==> src/hdl/lmed_pkg.sv <==
package lmed_pkg;

    // register indexes on the configuration port
    localparam int CFG_INDEX_W = 3;
    localparam logic [CFG_INDEX_W-1:0] CFG_UPPER_CH0   = 3'd0;
    localparam logic [CFG_INDEX_W-1:0] CFG_UPPER_CH1   = 3'd1;
    localparam logic [CFG_INDEX_W-1:0] CFG_UPPER_CH2   = 3'd2;
    localparam logic [CFG_INDEX_W-1:0] CFG_UPPER_CH3   = 3'd3;
    localparam logic [CFG_INDEX_W-1:0] CFG_RECORD_COUNT = 3'd4;

    localparam int UPPER_WORDS      = 4;
    localparam int NUM_CHANNELS_DEF = 4;

    // record word 0 decode
    localparam int          SPECIAL_BIT = 15;
    localparam logic [15:0] END_MARK    = 16'h8000;

    typedef struct packed {
        logic        first_record;
        logic [15:0] word0;
        logic [15:0] word1;
        logic [15:0] word2;
    } lmed_rec_t;

    typedef struct packed {
        logic [1:0]  channel;
        logic [12:0] energy_bin;
        logic [63:0] timestamp;
    } lmed_evt_t;

    typedef struct packed {
        logic [UPPER_WORDS-1:0][31:0] upper_time;
        logic [15:0]                  record_count;
    } lmed_cfg_t;

    typedef struct packed {
        logic      valid;
        lmed_rec_t rec;
    } lmed_stage_t;

endpackage

==> src/hdl/lmed_cfg.sv <==
module lmed_cfg
    import lmed_pkg::*;
(
    input  logic                   clk,
    input  logic                   rst_n,
    input  logic                   wr_en,
    input  logic [CFG_INDEX_W-1:0] wr_index,
    input  logic [31:0]            wr_data,
    output lmed_cfg_t              cfg
);

    logic [UPPER_WORDS-1:0][31:0] upper_reg;
    logic [UPPER_WORDS-1:0][31:0] upper_next;
    logic [15:0]                  count_reg;
    logic [15:0]                  count_next;

    always_comb
    begin
        upper_next = upper_reg;
        count_next = count_reg;
        if (wr_en)
        begin
            case (wr_index)
                CFG_UPPER_CH0:    upper_next[0] = wr_data;
                CFG_UPPER_CH1:    upper_next[1] = wr_data;
                CFG_UPPER_CH2:    upper_next[2] = wr_data;
                CFG_UPPER_CH3:    upper_next[3] = wr_data;
                CFG_RECORD_COUNT: count_next    = wr_data[15:0];
                default:          ; // unknown index is ignored
            endcase
        end
    end

    always_ff @(posedge clk or negedge rst_n)
    begin
        if (!rst_n)
        begin
            upper_reg <= '0;
            count_reg <= '0;
        end
        else
        begin
            upper_reg <= upper_next;
            count_reg <= count_next;
        end
    end

    assign cfg.upper_time   = upper_reg;
    assign cfg.record_count = count_reg;

endmodule

==> src/hdl/lmed_in_reg.sv <==
module lmed_in_reg
    import lmed_pkg::*;
(
    input  logic        clk,
    input  logic        rst_n,
    input  logic        rec_valid,
    output logic        rec_stall,
    input  lmed_rec_t   rec,
    input  logic        advance,
    output lmed_stage_t stage
);

    logic      valid_reg;
    logic      valid_next;
    lmed_rec_t rec_reg;
    logic      load;

    // holds its record only while the core cannot take it
    assign rec_stall  = valid_reg && !advance;
    assign load       = rec_valid && !rec_stall;
    assign valid_next = load || (valid_reg && !advance);

    always_ff @(posedge clk or negedge rst_n)
    begin
        if (!rst_n)
            valid_reg <= 1'b0;
        else
            valid_reg <= valid_next;
    end

    always_ff @(posedge clk)
    begin
        if (load)
            rec_reg <= rec;
    end

    assign stage.valid = valid_reg;
    assign stage.rec   = rec_reg;

endmodule

==> src/hdl/lmed_core.sv <==
module lmed_core
    import lmed_pkg::*;
#(
    parameter int NUM_CHANNELS = NUM_CHANNELS_DEF
)
(
    input  logic        clk,
    input  logic        rst_n,
    input  lmed_cfg_t   cfg,
    input  lmed_stage_t stage,
    output logic        advance,
    output logic        evt_valid,
    input  logic        evt_stall,
    output lmed_evt_t   evt
);

    logic [UPPER_WORDS-1:0][31:0] upper_reg;
    logic [UPPER_WORDS-1:0][31:0] upper_next;
    logic [UPPER_WORDS-1:0][31:0] upper_eff;
    logic [15:0] seen_reg;
    logic [15:0] seen_next;
    logic [15:0] seen_eff;
    logic        ended_reg;
    logic        ended_next;
    logic        ended_eff;
    logic        evt_valid_reg;
    logic        evt_valid_next;
    lmed_evt_t   evt_reg;
    lmed_evt_t   evt_next;
    logic        take;
    logic        drop;
    logic [15:0] w0;
    logic [3:0]  roll_ch;
    logic        roll_ok;
    logic [1:0]  ev_ch;

    assign advance = !evt_valid_reg || !evt_stall;
    assign take    = stage.valid && advance;
    assign w0      = stage.rec.word0;
    assign roll_ch = w0[3:0];
    assign ev_ch   = w0[14:13];
    assign roll_ok = ({1'b0, roll_ch} < 5'(NUM_CHANNELS))
                  && ({1'b0, roll_ch} < 5'(UPPER_WORDS));

    // a first record reloads the working state before decoding
    assign upper_eff = stage.rec.first_record ? cfg.upper_time : upper_reg;
    assign seen_eff  = stage.rec.first_record ? 16'd0 : seen_reg;
    assign ended_eff = stage.rec.first_record ? 1'b0 : ended_reg;
    assign drop      = ended_eff || (seen_eff >= cfg.record_count);

    always_comb
    begin
        upper_next     = upper_reg;
        seen_next      = seen_reg;
        ended_next     = ended_reg;
        evt_valid_next = evt_valid_reg && evt_stall;
        evt_next       = evt_reg;
        if (take)
        begin
            upper_next = upper_eff;
            seen_next  = seen_eff;
            ended_next = ended_eff;
            if (!drop)
            begin
                seen_next = seen_eff + 16'd1;
                if (w0[SPECIAL_BIT])
                begin
                    if (w0 == END_MARK)
                        ended_next = 1'b1;
                    else if (roll_ok)
                        upper_next[roll_ch[1:0]] = {stage.rec.word2, stage.rec.word1};
                end
                else
                begin
                    evt_valid_next      = 1'b1;
                    evt_next.channel    = ev_ch;
                    evt_next.energy_bin = w0[12:0];
                    // word1 and word2 << 16 never overlap, so the sum is a concatenation
                    evt_next.timestamp  = {upper_eff[ev_ch], stage.rec.word2, stage.rec.word1};
                end
            end
        end
    end

    always_ff @(posedge clk or negedge rst_n)
    begin
        if (!rst_n)
        begin
            upper_reg     <= '0;
            seen_reg      <= '0;
            ended_reg     <= 1'b0;
            evt_valid_reg <= 1'b0;
        end
        else
        begin
            upper_reg     <= upper_next;
            seen_reg      <= seen_next;
            ended_reg     <= ended_next;
            evt_valid_reg <= evt_valid_next;
        end
    end

    always_ff @(posedge clk)
    begin
        evt_reg <= evt_next;
    end

    assign evt_valid = evt_valid_reg;
    assign evt       = evt_reg;

endmodule

==> src/hdl/list_mode_event_decoder.sv <==
// list-mode record decoder
//
// record channel: rec_valid / rec_stall / rec, one three-word record per
// transaction, taken at a clock edge with rec_valid high and rec_stall low.
// event channel: evt_valid / evt_stall / evt, one decoded event per
// transaction (channel, 13-bit energy bin, 64-bit timestamp). special
// records, the end marker and records past the count give no transaction.
// config channel: cfg_valid / cfg_ready / cfg_index / cfg_data, always
// ready; indexes 0..3 are the per-channel upper time words, 4 is the record
// count, others are ignored. write config only while the block is idle.
// a record transaction loads the input register, then decode writes the
// result register. throughput: one record per cycle while no event is stalled,
// set by the single decode step between the two registers.
// a stalled event holds; the input register then fills and rec_stall rises
// until the event is taken. reset clears the config, the working state and
// the valid flags, not the record and event data; the record count is then
// zero, so records are dropped until it is written.
module list_mode_event_decoder
    import lmed_pkg::*;
#(
    parameter int NUM_CHANNELS = NUM_CHANNELS_DEF
)
(
    input  logic                   clk,
    input  logic                   rst_n,
    // record input
    input  logic                   rec_valid,
    output logic                   rec_stall,
    input  lmed_rec_t              rec,
    // decoded events
    output logic                   evt_valid,
    input  logic                   evt_stall,
    output lmed_evt_t              evt,
    // register writes
    input  logic                   cfg_valid,
    output logic                   cfg_ready,
    input  logic [CFG_INDEX_W-1:0] cfg_index,
    input  logic [31:0]            cfg_data
);

    lmed_cfg_t   cfg;
    lmed_stage_t stage;
    logic        advance;

    // writes never wait
    assign cfg_ready = 1'b1;

    // config register bank
    lmed_cfg u_cfg
    (
        .clk      (clk),
        .rst_n    (rst_n),
        .wr_en    (cfg_valid && cfg_ready),
        .wr_index (cfg_index),
        .wr_data  (cfg_data),
        .cfg      (cfg)
    );

    // input register
    lmed_in_reg u_in_reg
    (
        .clk       (clk),
        .rst_n     (rst_n),
        .rec_valid (rec_valid),
        .rec_stall (rec_stall),
        .rec       (rec),
        .advance   (advance),
        .stage     (stage)
    );

    // decode, working state and result register
    lmed_core #(
        .NUM_CHANNELS (NUM_CHANNELS)
    ) u_core
    (
        .clk       (clk),
        .rst_n     (rst_n),
        .cfg       (cfg),
        .stage     (stage),
        .advance   (advance),
        .evt_valid (evt_valid),
        .evt_stall (evt_stall),
        .evt       (evt)
    );

endmodule

==> config.mk <==
export PLATFORM = sky130hd
export DESIGN_NAME = list_mode_event_decoder
export DESIGN_NICKNAME = d
export VERILOG_FILES = /design/src/hdl/lmed_pkg.sv /design/src/hdl/lmed_cfg.sv /design/src/hdl/lmed_in_reg.sv /design/src/hdl/lmed_core.sv /design/src/hdl/list_mode_event_decoder.sv
export SDC_FILE = /design/constraint.sdc
export NUM_CORES = 1
export LEC_CHECK = 0
export BUFFER_PORTS_ARGS = -buffer_cell sky130_fd_sc_hd__buf_4
export CORE_MARGIN = 8
export CORE_UTILIZATION = 45
export DETAILED_ROUTE_END_ITERATION = 16
export GPL_ROUTABILITY_DRIVEN = 0
export PLACE_DENSITY_LB_ADDON = 0.05
export SETUP_SLACK_MARGIN = 0.2
export SLEW_MARGIN = 5
export SYNTH_ARGS = -nofsm -noshare
export SYNTH_HDL_FRONTEND = slang
export SYNTH_HIERARCHICAL = 1
export SYNTH_SLANG_ARGS = --single-unit
==> constraint.sdc <==
create_clock -name clk -period 18.9 [get_ports clk]
set_input_delay 0 -clock clk [delete_from_list [all_inputs] [get_ports clk]]
set_output_delay 0 -clock clk [all_outputs]
set_load 0.03 [all_outputs]
==> metrics.yaml <==
floorplanning:
  num_rows: 76
  die_width_um: 223
  die_h_um: 223
  initial_core_util_pct: 45.2
  core_area_sq_um: 42700
  die_area_sq_um: 49800
  io_pins: 171
worst_setup_path:
  r2r_cells: 10
  start_kind: "register"
  r2r_start: "u_in_reg/stage[48]"
  r2r_end: "u_core/evt[39]"
  critical_path_class: "reg2reg"
  path_max_fanout: 135
  reg2reg_slack_ns: 13.56
  required_ns: 19.09
  cp-end-kind: "register"
  worst_ep_arrival_time_ns: 5.52
synthesis:
  syn_nets: 1501
  synthMuxAreaShare_pct: 17.7
  ys_async_sr_fraction_pct: 69.5
  synth_xor_area_share_pct: 0.0908
  synth.distinct_cells: 70
  seq_area_frac_synth_pct: 57.7
  syn_inst: 1396
  synth-compound-area-share_pct: 9.67
  yosys_warnings: 6
  ys_seq_elements: 419
  ys_top_cells_by_area: "dfrtp_1, edfxtp_1, mux2_2"
  yosys.area.top_type_share_pct: 37.7
  synthSimpleGateAreaFrac_pct: 9.71
  synth_top_family_by_area: "multiplexers"
  synth_edf_count: 128
  synth_top_area_cell: "dfrtp_1"
  syn_area_sq_um: 19300
  syn_avg_cell_area_sq_um: 13.8
  synth-main-ff-cell: "dfrtp_1"
  synthAdderAreaFrac_pct: 1.04
drt:
  routed_via_density: 6.09
  wirelength_um: 56400
  ant_nets: 0
  vias: 13300
  drc: 0
  drt_pass1_iterations: 5
  wl_per_cell_um: 25.7
  initialDrtViolationCount: 1282
final_layout:
  final_cells: 2190
  final_common_cell: "dfrtp_1"
  fillers: 3549
  area_growth_pct: 21.3
  drive_gt1_share_pct: 31.3
  final_cell_mix: "dfrtp_1, buf_4, mux2_2"
  nets: 1711
  antenna_cells: 0
timing:
  period_share_pct: 28.2
  finalCriticalPeriod_ns: 5.34
  finalSetupViolCount: 0
  tns_ns: 0
  fin_skew_ns: 0.0153
  fmax_mhz: 187
  worst_slack_ns: 13.56
  slew-limit-headroom_pct: 18.1
  slew_violations: 0
  hold_viol: 0
  rsz0062_at_grt: "false"
  worst_pin_slew_ns: 1.23
placed_design:
  dpl_worst_slack_ns: 13.55
  dp_cells: 2017
  portBuffers: 169
  dp_hpwl_um: 31300
clock_network:
  clk_latency_ns: 0.57
  clock-root-buffer: "clkbuf_16"
  numCtsBuffers: 48
  cts_tree: "yes"
  cts_resized: 0
  clk_pin_slew_ns: 0.06
  htreeDepth: 2
  clockBufferDepth: 3
  hold_buffers: 85
  cts.sink_count: 419
  postCtsSetupBuffers: 0
power:
  ir_drop_uv: 61.7
  power_density_nw_per_um2: 120
  leakagePower_nw: 9.34
  p_total_w: 0.00280
global_route:
  grtUsageTotal_pct: 22.7
  grt_max_degree: 136
  antenna_found_initial: 1
  first_global_vias: 14000
  grt.overflow.total: 0
  grt_first_pass_wirelength_um: 87500
run:
  cap_violations: 0
status:
  status: "finished, final reports clean"
worst_hold_path:
  min_path_type: "in2async"
-- synth_stat cells (4+ instances only) --
master,instances
inv_1,50
ha_1,16
nor3_1,64
buf_6,13
o21ai_0,15
o221ai_1,32
mux2_2,153
mux4_2,64
nand2_1,90
o221a_1,61
nor2b_1,15
o2111ai_1,33
o211a_1,14
clkbuf_1,73
o31ai_1,7
buf_2,26
nand3_1,12
nor4b_1,19
nor2_1,52
nor4bb_1,4
nand4_1,10
buf_4,5
a21oi_1,7
or3_1,36
nor4_1,4
dfrtp_1,291
nand4b_1,14
edfxtp_1,128
mux2_1,23
-- layout make-up --
class	count	area, sq um	share of cell area, %
sequential	419	11100	47.5
clock inverter	19	179	0.764
multi-input combinational	807	7500	32.1
clock buffer	69	1400	5.99
inverter	51	191	0.818
tap	546	683	2.92
timing repair buffer	279	2330	9.94
-- per-layer routing --
| metal | track usage [%] | wire length, um | part of all wire (%) | vias up |
|---|---|---|---|---|
| met5 | 0 | 0 | 0 | - |
| met4 | 6.65 | 1310 | 2.3 | 0 |
| met3 | 4.02 | 3420 | 6.1 | 83 |
| met2 | 35.8 | 26300 | 47 | 454 |
| met1 | 32.0 | 25300 | 45 | 6988 |
| li1 | - | - | - | 5814 |
-- stage by stage --
step | utilization (%) | cell area (sq um) | hold slack [ns]
floorplan | - | 19300 | -0.296
global placement | 49.1 | 21000 | 0.103
detailed placement | 49.1 | 21000 | 0.106
CTS | 54.8 | 23400 | 0.0678
global route | 54.8 | 23400 | 0.115
finish | 54.8 | 23400 | 0.0376
-- worst max-delay path: stages, from the launching register on --
cell      delay [ns]
edfxtp_1        0.37
buf_12          0.59
nor2b_1         0.25
ha_1            0.36
a21oi_1         0.14
o21ai_1         0.09
a221oi_2        0.74
o21a_1          0.53
nand2_1         0.25
nor2_4          0.62
buf_4           0.79
-- how the worst max path moves through the flow --
| stage | from | slack, ns | endpoint | depth (start not counted) |
|---|---|---|---|---|
| after global routing | u_in_reg/stage[48] | 13.21 | u_core/evt[39] | 10 |
| final | u_in_reg/stage[48] | 13.56 | u_core/evt[39] | 10 |
| after floorplan | u_in_reg/stage[48] | 11.96 | u_core/evt[0] | 13 |
| after detailed placement | u_in_reg/stage[48] | 13.55 | u_core/evt[3] | 10 |
| after CTS | u_in_reg/stage[48] | 13.53 | u_core/evt[7] | 10 |
| after global placement | u_in_reg/stage[48] | 13.69 | u_core/evt[3] | 10 |
-- power by group --
part           leakage [nW]  switching (W)  internal (W)
logic                  3.88       0.000280      0.000312
registers              4.68       0.000127       0.00115
clock network         0.781       0.000377      0.000556
total                  9.34       0.000784       0.00202
-- cells by family after synthesis --
| family | count (synthesis) |
|---|---|
| AND/OR/NAND/NOR | 347 |
| other | 1 |
| adder cells (fa/ha/maj) | 16 |
| buffers and inverters | 170 |
| flip-flops | 419 |
| AO/OA/AOI/OAI | 201 |
| XOR/XNOR | 2 |
| multiplexers | 240 |
Power figures use the tool's default switching activity.
